<file path="src/hdl/esev_pkg.sv">
// Shared constants, codes and control types of the eccentricity series evaluator.
// No dependencies; every other file of the block but esev_ram imports this package.
package esev_pkg;

	localparam int MAX_POWER   = 16;
	localparam int STORE_DEPTH = 1024;

	localparam int ROW_LEN = MAX_POWER / 2 + 1;
	localparam int S_SPAN  = 2 * MAX_POWER + 1;

	localparam int ADDR_W     = $clog2(STORE_DEPTH);
	localparam int LIN_SPAN_W = $clog2(3 * S_SPAN * ROW_LEN);
	localparam int LIN_W      = (LIN_SPAN_W > ADDR_W ? LIN_SPAN_W : ADDR_W) + 1;
	localparam int K_W        = $clog2(ROW_LEN + 1);
	localparam int EXP_W      = $clog2(MAX_POWER + 1);

	localparam int M_W     = 3;
	localparam int S_W     = 6;
	localparam int POWER_W = 5;
	localparam int ORDER_W = 5;
	localparam int COEF_W  = 32;
	localparam int ECC_W   = 16;
	localparam int VALUE_W = 48;
	localparam int MUL_W   = 32;
	localparam int TERM_W  = MUL_W + EXP_W;
	localparam int ACC_W   = VALUE_W + 2;

	localparam int APB_DATA_W = 32;
	localparam int PADDR_W    = 3;

	typedef enum logic {
		CMD_LOAD = 1'b0,
		CMD_EVAL = 1'b1
	} cmd_t;

	typedef enum logic [1:0] {
		STATUS_OK        = 2'd0,
		STATUS_NOT_READY = 2'd1,
		STATUS_BAD_M     = 2'd2,
		STATUS_ORDER     = 2'd3
	} status_t;

	typedef enum logic {
		REG_TABLE_ORDER = 1'b0,
		REG_TABLE_READY = 1'b1
	} cfg_reg_t;

	typedef enum logic [2:0] {
		OP_NONE,
		OP_CLEAR,
		OP_POW,
		OP_MUL,
		OP_DMUL,
		OP_ACC
	} mac_op_t;

	typedef enum logic [2:0] {
		ST_IDLE,
		ST_WRITE,
		ST_SETUP,
		ST_READ,
		ST_POW,
		ST_DMUL,
		ST_ACC,
		ST_DONE
	} state_t;

	typedef struct packed {
		mac_op_t                op;
		logic                   coef_zero;
		logic [ECC_W-1:0]       ecc;
		logic [EXP_W-1:0]       exp;
	} mac_ctl_t;

endpackage

</file>
<file path="src/hdl/esev_mac.sv">
// Shared multiplier, power register and term accumulator of the evaluator.
// Depends on esev_pkg; driven op by op from esev_ctrl.
module esev_mac (
	input  logic                              clk,
	input  esev_pkg::mac_ctl_t                ctl,
	input  logic [esev_pkg::COEF_W-1:0]       rdata,
	output logic signed [esev_pkg::VALUE_W-1:0] sum
);
	import esev_pkg::*;

	localparam logic signed [ACC_W-1:0] SAT_HI =
		{{(ACC_W-VALUE_W+1){1'b0}}, {(VALUE_W-1){1'b1}}};
	localparam logic signed [ACC_W-1:0] SAT_LO = ~SAT_HI;

	logic [MUL_W-1:0]         pw_q;
	logic                     pw_one_q;
	logic [TERM_W-1:0]        t_q;
	logic                     neg_q;
	logic signed [ACC_W-1:0]  acc_q;

	logic [COEF_W-1:0]        coef;
	logic [MUL_W-1:0]         mag;
	logic [MUL_W-1:0]         mul_a;
	logic [MUL_W-1:0]         mul_b;
	logic [2*MUL_W-1:0]       prod;
	logic [MUL_W-1:0]         pw_step;
	logic signed [ACC_W-1:0]  term_x;

	assign coef = ctl.coef_zero ? '0 : rdata;
	assign mag  = coef[COEF_W-1] ? (~coef + MUL_W'(1)) : coef;

	always_comb begin
		case (ctl.op)
			OP_POW: begin
				mul_a = pw_q;
				mul_b = MUL_W'(ctl.ecc);
			end
			OP_MUL: begin
				mul_a = mag;
				mul_b = pw_q;
			end
			OP_DMUL: begin
				mul_a = t_q[MUL_W-1:0];
				mul_b = MUL_W'(ctl.exp);
			end
			default: begin
				mul_a = '0;
				mul_b = '0;
			end
		endcase
	end

	assign prod = mul_a * mul_b;

	// 1.0 in Q0.32 is not representable in 32 bits; the first step gives e itself
	assign pw_step = pw_one_q ? {ctl.ecc, {(MUL_W-ECC_W){1'b0}}} : prod[MUL_W+ECC_W-1:ECC_W];
	assign term_x  = ACC_W'(t_q);

	always_ff @(posedge clk) begin
		case (ctl.op)
			OP_CLEAR: begin
				pw_one_q <= 1'b1;
				acc_q    <= '0;
			end
			OP_POW: begin
				pw_q     <= pw_step;
				pw_one_q <= 1'b0;
			end
			OP_MUL: begin
				t_q   <= pw_one_q ? TERM_W'(mag) : TERM_W'(prod[2*MUL_W-1:MUL_W]);
				neg_q <= coef[COEF_W-1];
			end
			OP_DMUL: begin
				t_q <= prod[TERM_W-1:0];
			end
			OP_ACC: begin
				acc_q <= neg_q ? acc_q - term_x : acc_q + term_x;
			end
			default: begin
			end
		endcase
	end

	always_comb begin
		if (acc_q > SAT_HI) begin
			sum = SAT_HI[VALUE_W-1:0];
		end else if (acc_q < SAT_LO) begin
			sum = SAT_LO[VALUE_W-1:0];
		end else begin
			sum = acc_q[VALUE_W-1:0];
		end
	end
endmodule

</file>
<file path="config.mk">
export PLATFORM = sky130hd
export DESIGN_NAME = esev_mac
export DESIGN_NICKNAME = d
export VERILOG_FILES = /design/src/hdl/esev_pkg.sv /design/src/hdl/esev_mac.sv
export SDC_FILE = /design/constraint.sdc
export NUM_CORES = 2
export LEC_CHECK = 0
export ABC_AREA = 1
export ABC_CLOCK_PERIOD_IN_PS = 9670
export BUFFER_PORTS_ARGS = -buffer_cell sky130_fd_sc_hd__buf_4
export CELL_PAD_IN_SITES_DETAIL_PLACEMENT = 1
export CELL_PAD_IN_SITES_GLOBAL_PLACEMENT = 2
export CORE_MARGIN = 2
export CORE_UTILIZATION = 36
export CTS_CLUSTER_DIAMETER = 100
export CTS_CLUSTER_SIZE = 12
export DETAILED_ROUTE_END_ITERATION = 16
export PLACE_DENSITY_LB_ADDON = 0.1
export SETUP_SLACK_MARGIN = 0.5
export SYNTH_ARGS = -nofsm -noshare
export SYNTH_HDL_FRONTEND = slang
export SYNTH_SLANG_ARGS = --single-unit
export TNS_END_PERCENT = 20
</file>
<file path="constraint.sdc">
create_clock -name clk -period 9.67 [get_ports clk]
set_input_delay 1.934 -clock clk [delete_from_list [all_inputs] [get_ports clk]]
set_output_delay 1.934 -clock clk [all_outputs]
set_load 0.1 [all_outputs]
</file>
[Yosys cells after proc, flatten, opt, wreduce, memory -nomap -nowiden]
Index checks and enable logic that the tools add are counted.
Storage, ports and cells
  bits in registers: 121
  output and inout bits: 48
  word-level logic and storage cells: 33
Cells by class
  add/subtract/negate cells: 3
  multipliers: 1
  $lt $le $gt $ge: 2
  equality and inequality tests: 5
  multiplexer cells: 12
  bitwise gates (word level): 1
  reduce and logical (&&, ||, !) cells: 3
Operators with widths (number)
  $pmux 32 s3: 2
  $mux 32: 4
  $pmux 50 s2: 1
  $mux 48: 2
  $pmux 37 s2: 1
  $mul 32x32->64: 1
  $add 50x38->50: 1
  $gt 50x48->1 const B: 1
  $lt 50x48->1 const B: 1
  $mux 50: 1
  $sub 50x38->50: 1
  $add 32x1->32 const B: 1
  $not 32->32: 1
  $eq 3x2->1 const B: 2
  $eq 3x3->1 const B: 2
  $reduce_bool 2->1: 3
  $eq 3x1->1 const B: 1
  $pmux 1 s2: 1

[Longest topological paths before layout]
  depth in word-level cells: 8
  gate-level depth with buffers: 47

[Worst setup path before layout]
Ideal clock, no wire load.
  path type: input port to flip-flop
  from: in ctl[24] (netlist bit)
  to: reg t_q[28], data pin
  setup time: 0.257 ns
  data arrival time: 9.468 ns
  required time: 9.413 ns
  slack: -0.056 ns
  stages: 33
  buffers on the path: 2
  path through: nor3_4 inv_2 buf_2 o22ai_1 inv_2 nand2_2 buf_4 nand2_1 fa_1 inv_1 fa_1 inv_1 fa_1 inv_1 fa_1 fa_1 fa_1 fa_1 inv_1 fa_1 inv_1 ha_1 nand2_1 nor2_1 inv_1 nor3_1 nand2_1 nor3_1 nand2_1 nand2_1 nand2_1 nand3_1 a21oi_1
Between the ends
  cells in the longest elaborated chain, start to end: 5
  elaborated cells on any way between the ends: 8
  classes of those cells: mul: 1; eq/ne: 3; mux: 4
RTL lines
  start: declaration: RTL line esev_mac.sv:5  | input esev_pkg::mac_ctl_t ctl,
  $eq 3x3->1, or another cell as far along: RTL line esev_mac.sv:33, esev_mac.sv:60
  $pmux 32 s3: RTL line esev_mac.sv:33  | case (ctl.op)
  $mul 32x32->64: RTL line esev_mac.sv:53  | assign prod = mul_a * mul_b;
  $mux 32: RTL line esev_mac.sv:70  | t_q <= pw_one_q ? TERM_W'(mag) : TERM_W'(prod[2*MUL_W-1:MUL_W]);
  $pmux 37 s2 (*): RTL line esev_mac.sv:60  | case (ctl.op)
  end signal: assignment: RTL line esev_mac.sv:70
  end signal: assignment: RTL line esev_mac.sv:74  | t_q <= prod[TERM_W-1:0];
  end: declaration: RTL line esev_mac.sv:17  | logic [TERM_W-1:0] t_q;
Mark *: on every way between the ends. The rest lies on a longest branch, timed or not.
A chain may end at the register's enable or synchronous reset.

[Worst setup path in the final report]
  from: in ctl[21] (netlist bit)
  to: reg t_q[32], data pin
Between the ends
  cells in the longest elaborated chain, start to end: 7
RTL lines
  $mux 32 (*): RTL line esev_mac.sv:29  | assign coef = ctl.coef_zero ? '0 : rdata;
  $not 32->32: RTL line esev_mac.sv:30  | assign mag = coef[COEF_W-1] ? (~coef + MUL_W'(1)) : coef;
  $add 32x1->32: RTL line esev_mac.sv:30
  $mux 32 (*): RTL line esev_mac.sv:30
  $pmux 32 s3 (*): RTL line esev_mac.sv:33
  $mul 32x32->64 (*): RTL line esev_mac.sv:53
  $pmux 37 s2 (*): RTL line esev_mac.sv:60
Marks and branches as above.

==> impl_results.md <==
* Status: completed
* RR Startpoint: t_q[11]
* Area of the die at roughly 0.13 mm^2
* Skew final at ~0.02 ns
* Syn_nets at around 7,400
* Initial antenna violation count at 2
* Lkg Pwr at 29.9 nW
* TritonCTS Buffers at 17
* Worst Setup Start Kind: primary input
* Most common cell after layout, fill and taps aside: inv_1
* Dpl cells at 8,461
* Final setup vio count at 0
* Worst path arrival time at around 10 ns
* EDFF count, synth at around 120
* Ports at 106
* CTS Sinks at between 100 and 150
* Syn. warnings at 0
* Max-cap violations at 0
* Setup crit end: t_q[32]
* Mean number of vias per cell at around 5.1
* CTS tree: yes
* Family with the most delay on the worst path: adder cells
* WL final at approximately 210,000 um
* Clock-pin slew on the worst setup and hold paths at 0.08 ns
* Synthesized flop and latch total at 121
* Dpl ws at -1.15 ns
* RR Endpoint: t_q[19]
* Crit-path max cell delay at roughly 0.6 ns
* Fin. max-slew vios at 0
* Die Ht at between 300 and 400 um
* WP buf/inv at 20
* Post-synthesis sequential area ratio at 0.0787
* Die Width at between 300 and 400 um
* Share of cells above drive strength 1 at 0.234
* Area Overhead vs Synth at 28.1%
* Drt pass-1 iters at 5
* HP Start: t_q[0]
* CP Launch Point: ctl[21]
* WP depth at 43
* Worst Setup End Kind: flip-flop
* Final Critical Period at about 9.6 ns
* Most frequent cells in the layout: 1,417 x inv_1, 1,209 x nand2_1, 864 x fa_1, 783 x buf_4, 646 x nor2_1
* Top FF cell, synth: edfxtp_1
* Max-Slew Margin vs Limit at 0.181
* Worst r2r path cells at 34
* Antenna Violating Nets Remaining at 0
* Detailed-route via count at between 40,000 and 50,000
* Root Buffer: clkbuf_16
* Cell Pwr Density at around 76 mW/mm^2
* Critical path class: primary input to flip-flop
* Cells after Synth at just over 6,000
* CP max FO at 8
* Vias in the first global route at ~47,000
* Clock Tree Buf Depth at 2
* First-pass GRT wire length at 310,000 um
* Max Fclk at slightly above 100 MHz
* Final hold vios at 0
* Reg2Reg Setup Slack at 1.44 ns
* Final cell count without fillers at about 8,600
* RSZ-0062 raised after global routing: true
* Final WS setup at 0.0391 ns
* Post-synth ARST share at 0
* RePlAce Congestion at between 0.9 and 1
* Distinct cells, synth at 57
* Largest net degree at the start of global routing at between 50 and 60
* Hold WC Path Type: flip-flop to flip-flop
* Diodes inserted at 0
* 1st-iter DRT viols at around 2,800
* Clk Latency, worst-skew pair at 0.47 ns
* Residual DRC count at 0
* Detailed placement HPWL at 184,000 um
* CORE AREA at 0.127 mm^2
* CP required at 9.99 ns
* Worst Tran Pin Value at about 1.2 ns
* Starting Density at 0.362
* H-tree Lvls at 4
* Mean Syn Cell Area at around 7.5 um^2
* Port bufs at between 100 and 150
* GRT Residual Overflow at 0
* Hold_ws at 0.757 ns
* Mapped Area at between 0.04 and 0.05 mm^2
* Num rows at about 130
* Peak VDD IR at ~0.12 mV
* Period Utilization, post-route at 0.996
* Final #Nets at between 8,000 and 9,000
* Slowest CP cell: fa_1
* Wire length per cell at 24.7 um
* Gr usage total at 0.324
* Crit path top cell by count: fa_1
final cells by class:
class,count,area (um^2)
fillers,15500,68200
multi-input cells,4324,38300
repair buffers,944,8790
inverters,1498,5700
flip-flops and latches,121,3630
well taps,1662,2080
clock buffers,18,429
clock inverters,14,148
repair inverters,1,6.26
synthesized netlist by cell type, types with 10 or more instances:
library cell,number,area share
inv_1,1450,0.12
or2_2,16,0.0022
nand3b_1,13,0.0021
xnor2_1,17,0.0032
fa_1,897,0.39
nor2_1,745,0.061
o21bai_1,15,0.0024
nand4_1,22,0.0030
clkbuf_1,74,0.0060
nor2_4,18,0.0044
buf_2,111,0.012
edfxtp_1,121,0.079
xor2_1,47,0.0089
inv_2,45,0.0037
nand2_1,1373,0.11
a21oi_1,336,0.036
o21ai_1,24,0.0026
nand3_1,147,0.016
buf_6,10,0.0024
nor4_1,11,0.0015
o21ai_0,150,0.016
nand2_2,21,0.0028
buf_4,13,0.0021
o22ai_1,29,0.0039
nor3_1,40,0.0043
ha_1,314,0.085
flip-flops by register name (all words and copies together) (netlist names):
signal	cells
acc_q	50
t_q	37
pw_q	32
neg_q	1
pw_one_q	1
cells by family after synthesis:
logic type / count (synthesis) / share of synthesized area
flops: 121 / 0.0787
simple gates: 2444 / 0.216
buf+inv: 1712 / 0.145
fa+ha+maj: 1211 / 0.474
compound gates: 605 / 0.0735
xor+xnor: 64 / 0.0121
per-stage QoR:
stage	cell area (um^2)	total power, W	util	setup TNS (ns)
CTS	57900	0.00438	0.455	0
global placement	55300	0.00348	0.435	-55.59
detailed placement	55300	0.00351	0.435	-60.40
finish	59100	0.00452	0.464	0
floorplan	46700	0.00212	-	0
global route	59100	0.00474	0.464	-8.83
worst reg2reg max path: cells and delay by family, from the launching register on:
kind	cells	cell delay, ns
adders and majority gates	9	4.40
buffers and inverters	11	1.74
and+or+nand+nor	11	0.97
AOI/OAI and AO/OA	3	0.47
DFF	1	0.42
repair_timing:
item | CTS | global route
endpoints found under the hold margin | 0 | 0
gates cloned | 3 | 2
setup buffers | 70 | 14
gates resized for setup | 353 | 268
hold buffers | 0 | 0
pin swaps | 184 | 140
setup endpoints to repair | 69 | 69
routing by layer:
| metal | up-vias | routed length (um) | GRT usage | part of all wire |
|---|---|---|---|---|
| met2 | 1022 | 101000 | 0.547 | 0.48 |
| li1 | 19800 | - | - | - |
| met5 | - | 0 | 0 | 0 |
| met1 | 22800 | 91300 | 0.435 | 0.43 |
| met3 | 260 | 9150 | 0.0241 | 0.043 |
| met4 | 0 | 10200 | 0.123 | 0.048 |
power breakdown:
part / internal (W) / switching [W]
sequential: 0.000638 / 0.0000356
clock: 0.000380 / 0.000298
combinational: 0.00121 / 0.00195
worst min path at each step:
| stage | endpoint | depth (start not counted) |
|---|---|---|
| final | acc_q[0] | 2 |
| after global routing | acc_q[0] | 2 |
| after CTS | acc_q[0] | 3 |
| after detailed placement | acc_q[0] | 3 |
| after global placement | acc_q[0] | 3 |
| after floorplan | acc_q[0] | 2 |
Power figures use the tool's default switching activity.
