## src/hdl/esev_pkg.sv

```systemverilog
// Shared constants, codes and control types of the eccentricity series evaluator.
// No dependencies; every other file of the block but esev_ram imports this package.
package esev_pkg;

	localparam int MAX_POWER   = 16;
	localparam int STORE_DEPTH = 1024;

	localparam int ROW_LEN = MAX_POWER / 2 + 1;
	localparam int S_SPAN  = 2 * MAX_POWER + 1;

	localparam int ADDR_W     = $clog2(STORE_DEPTH);
	localparam int LIN_SPAN_W = $clog2(3 * S_SPAN * ROW_LEN);
	localparam int LIN_W      = (LIN_SPAN_W > ADDR_W ? LIN_SPAN_W : ADDR_W) + 1;
	localparam int K_W        = $clog2(ROW_LEN + 1);
	localparam int EXP_W      = $clog2(MAX_POWER + 1);

	localparam int M_W     = 3;
	localparam int S_W     = 6;
	localparam int POWER_W = 5;
	localparam int ORDER_W = 5;
	localparam int COEF_W  = 32;
	localparam int ECC_W   = 16;
	localparam int VALUE_W = 48;
	localparam int MUL_W   = 32;
	localparam int TERM_W  = MUL_W + EXP_W;
	localparam int ACC_W   = VALUE_W + 2;

	localparam int APB_DATA_W = 32;
	localparam int PADDR_W    = 3;

	typedef enum logic {
		CMD_LOAD = 1'b0,
		CMD_EVAL = 1'b1
	} cmd_t;

	typedef enum logic [1:0] {
		STATUS_OK        = 2'd0,
		STATUS_NOT_READY = 2'd1,
		STATUS_BAD_M     = 2'd2,
		STATUS_ORDER     = 2'd3
	} status_t;

	typedef enum logic {
		REG_TABLE_ORDER = 1'b0,
		REG_TABLE_READY = 1'b1
	} cfg_reg_t;

	typedef enum logic [2:0] {
		OP_NONE,
		OP_CLEAR,
		OP_POW,
		OP_MUL,
		OP_DMUL,
		OP_ACC
	} mac_op_t;

	typedef enum logic [2:0] {
		ST_IDLE,
		ST_WRITE,
		ST_SETUP,
		ST_READ,
		ST_POW,
		ST_DMUL,
		ST_ACC,
		ST_DONE
	} state_t;

	typedef struct packed {
		mac_op_t                op;
		logic                   coef_zero;
		logic [ECC_W-1:0]       ecc;
		logic [EXP_W-1:0]       exp;
	} mac_ctl_t;

endpackage

```

## src/hdl/esev_if.sv

```systemverilog
// Request and result channels of the eccentricity series evaluator.
// Depends on esev_pkg for field widths and the status code type.
interface esev_req_if;
	import esev_pkg::*;

	logic                      valid;
	logic                      ready;
	cmd_t                      cmd;
	logic signed [M_W-1:0]     m_index;
	logic signed [S_W-1:0]     s_index;
	logic [POWER_W-1:0]        power;
	logic signed [COEF_W-1:0]  coefficient;
	logic [ECC_W-1:0]          ecc;
	logic                      deriv;

	modport source (
		output valid, cmd, m_index, s_index, power, coefficient, ecc, deriv,
		input  ready
	);
	modport sink (
		input  valid, cmd, m_index, s_index, power, coefficient, ecc, deriv,
		output ready
	);
endinterface


```

## src/hdl/esev_ctrl.sv

```systemverilog
// Sequencer of the evaluator: request decode, coefficient addressing, term loop.
// Depends on esev_pkg and esev_if; steers esev_mac and the coefficient RAM.
module esev_ctrl (
	input  logic                          clk,
	input  logic                          arst_n,
	esev_req_if.sink                      req,
	input  logic [esev_pkg::ORDER_W-1:0]  table_order,
	input  logic                          table_ready,
	input  logic                          out_free,
	output logic                          done,
	output esev_pkg::status_t             status,
	output esev_pkg::mac_ctl_t            mac_ctl,
	output logic                          ram_we,
	output logic                          ram_re,
	output logic [esev_pkg::ADDR_W-1:0]   ram_addr,
	output logic [esev_pkg::COEF_W-1:0]   ram_wdata
);
	import esev_pkg::*;

	state_t state_q, state_d;

	// captured request
	logic signed [M_W-1:0]    m_q;
	logic signed [S_W-1:0]    s_q;
	logic [POWER_W-1:0]       p_q;
	logic [COEF_W-1:0]        coef_q;
	logic [ECC_W-1:0]         ecc_q;
	logic                     deriv_q;

	// loop state
	logic [K_W-1:0]           k_q, k_d;
	logic [K_W-1:0]           kmax_q, kmax_d;
	logic [EXP_W-1:0]         n_q, n_d;
	logic [EXP_W-1:0]         pexp_q, pexp_d;
	logic [LIN_W-1:0]         base_q, base_d;
	logic                     oob_q, oob_d;
	status_t                  status_q, status_d;

	// decode of the captured request
	logic signed [7:0]        m_x, s_x, p_x, diff, absd, half, a_v, mn, num;
	logic [7:0]               sidx;
	logic [1:0]               tbl;
	logic                     m_ok, in_range, pole_s, par_ok, p_max_ok, ld_ok;
	logic [K_W-1:0]           k_calc;
	logic [LIN_W-1:0]         base_lin, ld_lin, rd_lin;
	logic [EXP_W-1:0]         tx;

	assign m_x = {{(8-M_W){m_q[M_W-1]}}, m_q};
	assign s_x = {{(8-S_W){s_q[S_W-1]}}, s_q};
	assign p_x = {{(8-POWER_W){1'b0}}, p_q};

	always_comb begin
		diff     = s_x - m_x;
		absd     = diff[7] ? -diff : diff;
		in_range = absd <= p_x;
		m_ok     = (m_x == -8'sd2) || (m_x == 8'sd0) || (m_x == 8'sd2);
		pole_s   = (m_x != 8'sd0) && (s_x == 8'sd0);
		par_ok   = (diff[0] ^ p_x[0]) == 1'b0;
		p_max_ok = int'(p_q) <= MAX_POWER;
		ld_ok    = m_ok && p_max_ok && in_range && par_ok && !pole_s;
		half     = m_x >>> 1;
		a_v      = s_x - half;
		mn       = (half < a_v) ? half : a_v;
		num      = p_x - s_x + (mn <<< 1);
		k_calc   = num[K_W:1];
		tbl      = 2'(half + 8'sd1);
		sidx     = 8'(diff + 8'(MAX_POWER));
		base_lin = LIN_W'((int'(tbl) * S_SPAN + int'(sidx)) * ROW_LEN);
		ld_lin   = base_lin + LIN_W'(k_calc);
		rd_lin   = base_q + LIN_W'(k_q);
		tx       = n_q - EXP_W'(deriv_q);
	end

	always_comb begin
		state_d   = state_q;
		k_d       = k_q;
		kmax_d    = kmax_q;
		n_d       = n_q;
		pexp_d    = pexp_q;
		base_d    = base_q;
		oob_d     = oob_q;
		status_d  = status_q;
		req.ready = 1'b0;
		done      = 1'b0;
		ram_we    = 1'b0;
		ram_re    = 1'b0;
		ram_addr  = ADDR_W'(rd_lin);
		mac_ctl.op        = OP_NONE;
		mac_ctl.coef_zero = oob_q;
		mac_ctl.ecc       = ecc_q;
		mac_ctl.exp       = n_q;

		case (state_q)
			ST_IDLE: begin
				req.ready = 1'b1;
				if (req.valid) begin
					state_d = (req.cmd == CMD_EVAL) ? ST_SETUP : ST_WRITE;
				end
			end
			ST_WRITE: begin
				// drop malformed loads and anything past the end of the store
				ram_addr = ADDR_W'(ld_lin);
				ram_we   = ld_ok && (ld_lin < LIN_W'(STORE_DEPTH));
				state_d  = ST_IDLE;
			end
			ST_SETUP: begin
				mac_ctl.op = OP_CLEAR;
				pexp_d     = '0;
				k_d        = '0;
				n_d        = EXP_W'(absd);
				kmax_d     = k_calc;
				base_d     = base_lin;
				status_d   = STATUS_OK;
				state_d    = ST_DONE;
				if (!table_ready) begin
					status_d = STATUS_NOT_READY;
				end else if (!in_range) begin
					status_d = STATUS_OK;
				end else if (!m_ok) begin
					status_d = STATUS_BAD_M;
				end else if (pole_s) begin
					status_d = STATUS_OK;
				end else if (p_q > table_order || !p_max_ok) begin
					status_d = STATUS_ORDER;
				end else begin
					state_d = ST_READ;
				end
			end
			ST_READ: begin
				ram_re = 1'b1;
				oob_d  = rd_lin >= LIN_W'(STORE_DEPTH);
				if (deriv_q && n_q == '0) begin
					// derivative of the constant term vanishes: skip it
					if (k_q == kmax_q) begin
						state_d = ST_DONE;
					end else begin
						k_d     = k_q + K_W'(1);
						n_d     = n_q + EXP_W'(2);
					end
				end else begin
					state_d = ST_POW;
				end
			end
			ST_POW: begin
				if (pexp_q == tx) begin
					mac_ctl.op = OP_MUL;
					state_d    = deriv_q ? ST_DMUL : ST_ACC;
				end else begin
					mac_ctl.op = OP_POW;
					pexp_d     = pexp_q + EXP_W'(1);
				end
			end
			ST_DMUL: begin
				mac_ctl.op = OP_DMUL;
				state_d    = ST_ACC;
			end
			ST_ACC: begin
				mac_ctl.op = OP_ACC;
				if (k_q == kmax_q) begin
					state_d = ST_DONE;
				end else begin
					k_d     = k_q + K_W'(1);
					n_d     = n_q + EXP_W'(2);
					state_d = ST_READ;
				end
			end
			ST_DONE: begin
				// hold until the output register can take the result
				if (out_free) begin
					done    = 1'b1;
					state_d = ST_IDLE;
				end
			end
			default: begin
				state_d = ST_IDLE;
			end
		endcase
	end

	assign ram_wdata         = coef_q;
	assign status            = status_q;

	always_ff @(posedge clk or negedge arst_n) begin
		if (!arst_n) begin
			state_q  <= ST_IDLE;
			k_q      <= '0;
			kmax_q   <= '0;
			n_q      <= '0;
			pexp_q   <= '0;
			oob_q    <= 1'b0;
			status_q <= STATUS_OK;
		end else begin
			state_q  <= state_d;
			k_q      <= k_d;
			kmax_q   <= kmax_d;
			n_q      <= n_d;
			pexp_q   <= pexp_d;
			oob_q    <= oob_d;
			status_q <= status_d;
		end
	end

	always_ff @(posedge clk) begin
		base_q <= base_d;
		if (state_q == ST_IDLE && req.valid) begin
			m_q     <= req.m_index;
			s_q     <= req.s_index;
			p_q     <= req.power;
			coef_q  <= req.coefficient;
			ecc_q   <= req.ecc;
			deriv_q <= req.deriv;
		end
	end
endmodule

```

## src/flat_wrapper.sv

```systemverilog
// flat-port wrapper written by rule: the top's interface ports become plain ports
module esev_ctrl_flat import esev_pkg::*;
  (clk, arst_n, table_order, table_ready, out_free, done, status, mac_ctl, ram_we, ram_re, ram_addr, ram_wdata, req_valid, req_cmd, req_m_index, req_s_index, req_power, req_coefficient, req_ecc, req_deriv, req_ready);
  esev_req_if req_i ();
  input  logic clk;
  input  logic arst_n;
  input  logic [esev_pkg::ORDER_W-1:0] table_order;
  input  logic table_ready;
  input  logic out_free;
  output logic done;
  output esev_pkg::status_t status;
  output esev_pkg::mac_ctl_t mac_ctl;
  output logic ram_we;
  output logic ram_re;
  output logic [esev_pkg::ADDR_W-1:0] ram_addr;
  output logic [esev_pkg::COEF_W-1:0] ram_wdata;
  input wire logic [$bits(req_i.valid)-1:0] req_valid;
  input wire logic [$bits(req_i.cmd)-1:0] req_cmd;
  input wire logic [$bits(req_i.m_index)-1:0] req_m_index;
  input wire logic [$bits(req_i.s_index)-1:0] req_s_index;
  input wire logic [$bits(req_i.power)-1:0] req_power;
  input wire logic [$bits(req_i.coefficient)-1:0] req_coefficient;
  input wire logic [$bits(req_i.ecc)-1:0] req_ecc;
  input wire logic [$bits(req_i.deriv)-1:0] req_deriv;
  output wire logic [$bits(req_i.ready)-1:0] req_ready;
  assign req_i.valid = req_valid;
  assign req_i.cmd = req_cmd;
  assign req_i.m_index = req_m_index;
  assign req_i.s_index = req_s_index;
  assign req_i.power = req_power;
  assign req_i.coefficient = req_coefficient;
  assign req_i.ecc = req_ecc;
  assign req_i.deriv = req_deriv;
  assign req_ready = req_i.ready;
  esev_ctrl u_core (.clk(clk), .arst_n(arst_n), .req(req_i), .table_order(table_order), .table_ready(table_ready), .out_free(out_free), .done(done), .status(status), .mac_ctl(mac_ctl), .ram_we(ram_we), .ram_re(ram_re), .ram_addr(ram_addr), .ram_wdata(ram_wdata));
endmodule
```

## config.mk

```make
export PLATFORM = sky130hd
export DESIGN_NAME = esev_ctrl_flat
export DESIGN_NICKNAME = d
export VERILOG_FILES = /design/src/hdl/esev_pkg.sv /design/src/hdl/esev_if.sv /design/src/hdl/esev_ctrl.sv /design/src/flat_wrapper.sv
export SDC_FILE = /design/constraint.sdc
export NUM_CORES = 1
export LEC_CHECK = 0
export BUFFER_PORTS_ARGS = -buffer_cell sky130_fd_sc_hd__buf_2
export CAP_MARGIN = 10
export CORE_UTILIZATION = 35
export CTS_BUF_LIST = sky130_fd_sc_hd__clkbuf_2 sky130_fd_sc_hd__clkbuf_4 sky130_fd_sc_hd__clkbuf_8
export DETAILED_ROUTE_END_ITERATION = 10
export PLACE_DENSITY = 0.55
export SLEW_MARGIN = 30
export SYNTH_ARGS = -nofsm -noshare
export SYNTH_HDL_FRONTEND = slang
export SYNTH_SLANG_ARGS = --single-unit
```

## constraint.sdc

```tcl
create_clock -name clk -period 7.8 [get_ports clk]
set_input_delay 0.78 -clock clk [delete_from_list [all_inputs] [get_ports clk]]
set_output_delay 0.78 -clock clk [all_outputs]
set_load 0.005 [all_outputs]
```

Yosys cells after proc, flatten, opt, wreduce, memory -nomap -nowiden
Cells that the tools add are included.

storage, ports and cells
  bits in registers = 98
  word-level logic and storage cells = 115

cells by class
  bitwise logic cells = 2
  reductions and logical operators = 23
  magnitude comparators = 6
  add/subtract/negate cells = 14
  multiplexer cells = 37
  multipliers = 2
  eq/ne operators = 17

operators with widths
  kind                   count
  $mux 3                 11
  $add 32x9->32          1
  $mul 32x5->11 const B  1
  $pmux 3 s8             1
  $add 11x4->11          2
  $logic_not 8->1        2
  $eq 3x3->1 const B     5
  $mux 5                 3
  $pmux 5 s3             1
  $mux 2                 7
  $mux 4                 3
  $pmux 3 s4             1
  $pmux 4 s3             1
  $ge 11x11->1 const B   1
  $lt 11x11->1 const B   1
  $mux 10                1
  $pmux 5 s2             1
  $eq 3x2->1 const B     3
  $add 8x6->8 const B    1
  $le 8x6->1             1
  $logic_and 1x1->1      8
  $mul 2x6->8 const B    1
  $mux 8                 1
  $neg 8->8              1
  30 further kinds       42

Depth between registers and ports, before layout
Gate-level depths: netlist (run 1).

  depth after elaboration = 9
  mapped depth = 28

Worst setup path after synthesis (run 1)
OpenSTA, ideal clock, no wires.

  kind = register -> output
  start point = reg u_core.m_q[2]
  end point = out ram_addr[9] (netlist name)
  stages on the path, launching flop included = 27
  required time = 7,020 ps
  path buffers = 0
  path slack = 1,738 ps
  arrival = 5,282 ps
  cell sequence = edfxtp_1 > inv_1 > ha_1 > a21o_1 > a21o_1 > a21oi_1 > nor2_1 > nor2_1 > xor2_1 > ha_1 > a2111oi_0 > a22o_1 > nand2_1 > o21ai_0 > fa_1 > ha_1 > a21o_1 > a21oi_1 > xnor2_1 > xor2_1 > ha_1 > nor2b_1 > nor2_1 > nor2_1 > nand3_1 > xor2_1 > a21oi_1

on the way
  word-level cells in the longest chain between the ends = 6

RTL lines
  item                     line                text
  start, declared          esev_ctrl.sv:23     logic signed [M_W-1:0] m_q;
  start signal, assigned   esev_ctrl.sv:206    m_q <= req.m_index;
  $sub 6x2->7              esev_ctrl.sv:62     a_v = s_x - half;
  $lt 2x7->1               esev_ctrl.sv:63     mn = (half < a_v) ? half : a_v;
  $mux 4 (*)               esev_ctrl.sv:63
  $add 5x5->5 (*)          esev_ctrl.sv:64     num = p_x - s_x + (mn <<< 1);
  named net u_core.num[4]  esev_ctrl.sv:40     logic signed [7:0] m_x, s_x, p_x, diff, absd, half, a_v, mn, num;
  $add 11x4->11 (*)        esev_ctrl.sv:69     ld_lin = base_lin + LIN_W'(k_calc);
  $mux 10 (*)              esev_ctrl.sv:93     case (state_q)
  end, declared            flat_wrapper.sv:15  output logic [esev_pkg::ADDR_W-1:0] ram_addr;

The timed path passes the listed nets; every way through them passes the cells marked *.

Final worst setup path (run 1)
  start point = reg u_core.m_q[2]
  end point = out ram_we

RTL lines
  item                     line                text
  $sub 6x2->7              esev_ctrl.sv:62
  $lt 2x7->1               esev_ctrl.sv:63
  $mux 4 (*)               esev_ctrl.sv:63
  $add 5x5->5 (*)          esev_ctrl.sv:64
  named net u_core.num[4]  esev_ctrl.sv:40
  $add 11x4->11 (*)        esev_ctrl.sv:69
  $lt 11x11->1 (*)         esev_ctrl.sv:103    ram_we = ld_ok && (ld_lin < LIN_W'(STORE_DEPTH));
  $logic_and 1x1->1 (*)    esev_ctrl.sv:103
  $mux 1 (*)               esev_ctrl.sv:93
  end, declared            flat_wrapper.sv:13  output logic ram_we;

Marks and branches as above.

==> run metrics, run 1 <==
final max-slew violation count 0; initial antenna violation count 0; Seq cells post-synth 98; via/cell ratio 4.93; WL per Instance 15.2 um; post-DP HPWL 11200 um; WS Path Type reg -> out; VDD IR max 0.172 mV; Layout Utilization 43.3%; initial core utilization 36.2%; fraction of synthesis flops using an asynchronous set or reset pin 24.5%; RSZ-0062 raised after global routing false; number of flops mapped to enable cells by yosys 74; Fillers 1639; Cell Area, Synth 6070 um2; Core Rows 47; initial DRC count 186; area grow syn2layout 19.5%; worst skew pair latency 380 ps; final hold vios 0; Max-Cap Viols 0; Synth Area in Compound Gates 11.7%; sequential cell area 2820 um2; Clock Path Buffers 2; Seq/Total Area, Yosys 46.5%; Final period util 90.2%; Flop pwr share 30.2%; Pint 1560 uW; post-synthesis mux area share 1.40%; Worst EP required 7020 ps; Critical Path Start Type flop; Post-Synth Simple-Gate Area 11.1%; Die X-Extent 134 um; ratio of cells with drive above 1 in the final layout 25.8%; Final #Nets 845; largest net degree at the start of global routing 64; Yosys top cell by area edfxtp_1; Synth top area share 36.6%; drt total wl 14100 um; largest family of logic cells by synthesized area adder cells; synth top area cells edfxtp_1 37%, ha_1 13%, dfrtp_1 9.9%; die area 17900 um2; switch share 44.2%; Worst Path Max Fanout 8; CP most frequent cell ha_1; min cycle time layout 7030 ps; Synth cell types 57; Num CTS Buffers 9; vias post-DR 4562; PD cells 384 nW/um2; status complete, no violations; Setup crit end kind output pin; combinational share of power 58.0%; clock sinks 98; first-pass GRT wire length 22900 um; Core ar. 16800 um2; Cells after DPL 905; terminus of the critical flop-to-flop path u_core.base_q[10]$_DFFE_PP_; buffers added on ports 146; Worst Max-Slew Pin Slew 799 ps; crit path DAT 6250 ps; Synthesis Warnings 0; Root Buffer clkbuf_8; antenna fix cells 0; H-tree depth 3; reg2reg path depth 19; Final Non-Filler Cells 925; Die H 134 um; grt ovf 0; post-route setup TNS 0 ps; Global Route Usage Sum 16.2%; adder-cell share of the synthesized area 15.9%; Placer Congestion 0.855; clk slew on worst S/H paths 110 ps; Psw 1230 uW; mean post-synth cell area 11.0 um2; slowest stage delay, CP 520 ps; most frequent cell after synthesis edfxtp_1; drt first pass iters 5; Leakage 0.00320 uW; worst hold path class in -> async; post-synth net total 697; f_max 0.142 GHz; Final ANT Viol Nets 0; Synth Flop Type edfxtp_1; vias in the first global route 4710; R2R Setup Slk 2500 ps; multi-input logic area 3050 um2; worst r2r src u_core.m_q[2]$_DFFE_PP_; most common library cells after synthesis 74 x edfxtp_1, 61 x ha_1, 46 x nor2_1; DRC 0; IO Pins 147; CTS tree built; Clock power frac 11.7%; Worst path slowest cell fa_1; CTS Hold Bufs 0; Cells after Synth 552; Worst Clk Skew 19.0 ps; Max transition margin 46.7%; xor/xnor share of the synthesized area 9.72%; Setup Viol. Count Final 0
-- repair_timing --
action | 4_1_cts | 5_1_grt
setup endpoints to repair | 0 | 1
buffers inserted | 0 | 4
gates resized for setup | 0 | 0
-- kinds of logic after synthesis --
| logic type | Yosys count |
|---|---|
| adders and majority gates | 71 |
| AOI/OAI and AO/OA | 110 |
| DFF | 98 |
| xor gates and xnor gates | 62 |
| muxes | 8 |
| buffers and inverters | 56 |
| and+or+nand+nor | 147 |
-- stage by stage --
stage / total power [uW] / area, um2 / hold slack, ps / worst slack, ps
after floorplan: 2040 / 6070 / 466 / 1740
after global placement: 2430 / 7030 / 472 / 1240
after detailed placement: 2470 / 7030 / 489 / 1070
after CTS: 2810 / 7230 / 389 / 581
after global routing: 3040 / 7260 / 408 / 145
final: 2790 / 7260 / 377 / 768
-- critical path, delay by kind of cell (launching register included) --
kind,cells,cell delay (ps)
AOI/OAI and AO/OA,9,1980
xor gates and xnor gates,4,640
adders and majority gates,5,1690
buffers and inverters,2,410
DFF,1,490
and+or+nand+nor,6,680
-- power by group through the flow --
stage / Clock [uW] / Combinational, uW / Sequential, uW
2_1_floorplan: 0 / 1240 / 800
3_3_place_gp: 0 / 1580 / 849
3_5_place_dp: 0 / 1610 / 854
4_1_cts: 340 / 1630 / 843
5_1_grt: 359 / 1820 / 861
6_report: 328 / 1620 / 842
-- area by class of cell --
cell class              count  share of cell area, %
multi-input cells         398                   41.9
flip-flops and latches     98                   38.9
repair buffers            151                   10.6
well taps                 220                   3.79
inverters                  42                   2.17
clock buffers               9                   1.71
clock inverters             7                  0.948
-- flip-flops by register name (all words and copies together), names as in the netlist --
signal            cells
u_core.base_q        11
u_core.deriv_q        1
u_core.ecc_q         16
u_core.k_q            4
u_core.kmax_q         4
u_core.m_q            3
u_core.n_q            5
u_core.oob_q          1
u_core.p_q            5
u_core.pexp_q         5
u_core.ram_wdata     32
u_core.s_q            6
u_core.state_q        3
u_core.status         2
-- worst max path at each step --
stage / endpoint / depth (start not counted) / startpoint / slack, ps
3_5_place_dp: ram_we / 25 / u_core.m_q[2]$_DFFE_PP_ / 1070
4_1_cts: ram_we / 25 / u_core.m_q[2]$_DFFE_PP_ / 580
5_1_grt: ram_we / 26 / u_core.m_q[2]$_DFFE_PP_ / 150
2_1_floorplan: ram_addr[9] / 26 / u_core.m_q[2]$_DFFE_PP_ / 1740
3_3_place_gp: ram_addr[9] / 27 / u_core.m_q[2]$_DFFE_PP_ / 1240
6_report: ram_we / 26 / u_core.m_q[2]$_DFFE_PP_ / 770
-- layout by cell type, fill, tap and decap left out, drive strengths merged, types with 3 or more instances in the layout --
cell / n
mux2: 4
nand3: 11
edfxtp: 74
fa: 10
nor2b: 9
o21a: 11
nand2: 43
nand4: 10
o21ai: 24
o211ai: 3
dfrtp: 24
and3: 3
ha: 61
a31oi: 3
inv: 45
a21oi: 34
o22ai: 6
xnor2: 32
clkbuf: 9
nor2: 47
a211oi: 3
xor2: 29
nor3: 11
a21o: 10
mux2i: 4
buf: 151
nand2b: 4
-- layer usage --
metal / up-vias / GRT usage, % / routed length, um
met4: 0 / 4.23 / 172
li1: 2262 / - / -
met5: - / 0 / 0
met2: 139 / 27.2 / 6690
met3: 16 / 5.06 / 896
met1: 2145 / 20.0 / 6330
Note: power is estimated with default switching activity, not from simulation.
==> run 2, diff against run 1 <==
- CORE_ASPECT_RATIO: unset -> 0.8
==> run metrics, run 2 (synthesized netlist as in run 1, its figures left out) <==
Final ANT Viol Nets 0; VDD IR max 0.191 mV; post_cts resized 0; max reg flops 32; Final period util 93.2%; ratio of cells with drive above 1 in the final layout 25.5%; worst skew pair latency 380 ps; WS Path Type reg -> out; Placer Congestion 0.842; CTS tree built; final max-slew violation count 0; Setup Viol. Count Final 0; initial core utilization 36.2%; Root Buffer clkbuf_8; Global Route Usage Sum 16.7%; post-DP HPWL 11500 um; slowest stage delay, CP 590 ps; Clock Path Buffers 2; final hold vios 0; via/cell ratio 4.94; clk slew on worst S/H paths 100 ps; vias post-DR 4551; antenna fix cells 0; CTS Hold Bufs 0; M1 GR Usage 22.5%; Core Rows 42; Final #Nets 842; M2 GR Usage 25.9%; PD cells 393 nW/um2; RSZ-0062 raised after global routing false; IO Pins 147; CP most frequent cell nor2_1; f_max 0.138 GHz; WL per Instance 15.6 um; grt met3 use 4.60%; Worst EP required 7020 ps; gr busiest metal met2; initial antenna violation count 0; Worst Path Max Fanout 10; status complete, no violations; Worst Clk Skew 9.45 ps; grt ovf 0; die area 17900 um2; Num CTS Buffers 9; largest net degree at the start of global routing 64; most frequent cells in the layout 146 x buf_2, 74 x edfxtp_1, 61 x ha_1; R2R Setup Slk 2170 ps; post-route setup TNS 0 ps; Critical Path Start Type flop; min cycle time layout 7270 ps; DRC 0; Max-Cap Viols 0; drt first pass iters 4; initial DRC count 269; H-tree depth 3; area grow syn2layout 18.9%; first-pass GRT wire length 23000 um; vias in the first global route 4577; crit path DAT 6490 ps; clock sinks 98; worst hold path class in -> async; Max transition margin 43.3%; post-CTS setup repair buffer count 0; Leakage 0.00318 uW; buffers added on ports 146; Worst path slowest cell edfxtp_1; Worst Max-Slew Pin Slew 850 ps; Core ar. 16800 um2; most common cell after layout, fill and taps aside buf_2; WHS 385 ps; Die X-Extent 149 um; Die H 120 um; Setup crit end kind output pin; drt total wl 14400 um
[run 2: stage by stage]
| step | util [%] | power (uW) | worst slack (ps) | std cells | instance area (um2) |
|---|---|---|---|---|---|
| 2_1_floorplan | - | 2040 | 1740 | 552 | 6070 |
| 3_5_place_dp | 42.0 | 2530 | 934 | 906 | 7040 |
| 4_1_cts | 43.1 | 2870 | 431 | 922 | 7220 |
| 3_3_place_gp | 42.0 | 2480 | 1150 | 906 | 7040 |
| 6_report | 43.1 | 2840 | 528 | 922 | 7230 |
| 5_1_grt | 43.1 | 3090 | 12.9 | 922 | 7230 |
[run 2: per-layer routing]
metal,up-vias,wire (um)
met5,-,0
met4,0,216
met3,14,1050
met2,154,6320
met1,2129,6790
li1,2254,-
[run 2: cell type report]
class	count	area [um2]
repair buffers	148	746
clock inverters	6	53.8
fillers	1603	9540
multi-input cells	398	3040
flip-flops and latches	98	2820
inverters	42	158
clock buffers	10	131
well taps	220	275
[run 2: power breakdown]
part	switching [uW]	internal, uW	total, uW
Sequential	125	718	843
Combinational	963	716	1680
Clock	194	127	321
[run 2: final timing paths]
kind / startpoint / endpoint / cells past startpoint
setup / recovery: u_core.m_q[2]$_DFFE_PP_ / ram_we / 25
hold / removal: arst_n / u_core.k_q[3]$_DFFE_PN0P_ / 1
setup reg to reg: u_core.m_q[2]$_DFFE_PP_ / u_core.base_q[10]$_DFFE_PP_ / 19
hold reg to reg: u_core.status[0]$_DFFE_PN0P_ / u_core.status[0]$_DFFE_PN0P_ / 1
max in group asynchronous: arst_n / u_core.kmax_q[1]$_DFFE_PN0P_ / 1
min in group clk: u_core.status[0]$_DFFE_PN0P_ / u_core.status[0]$_DFFE_PN0P_ / 1
[run 2: critical path: cells and delay by family, from the launching register on]
kind / cells / cell delay, ps
buffers and inverters: 3 / 480
XOR/XNOR: 2 / 280
AND/OR/NAND/NOR: 6 / 680
flip-flops: 1 / 590
AO/OA/AOI/OAI: 8 / 1930
adder cells (fa/ha/maj): 6 / 2110
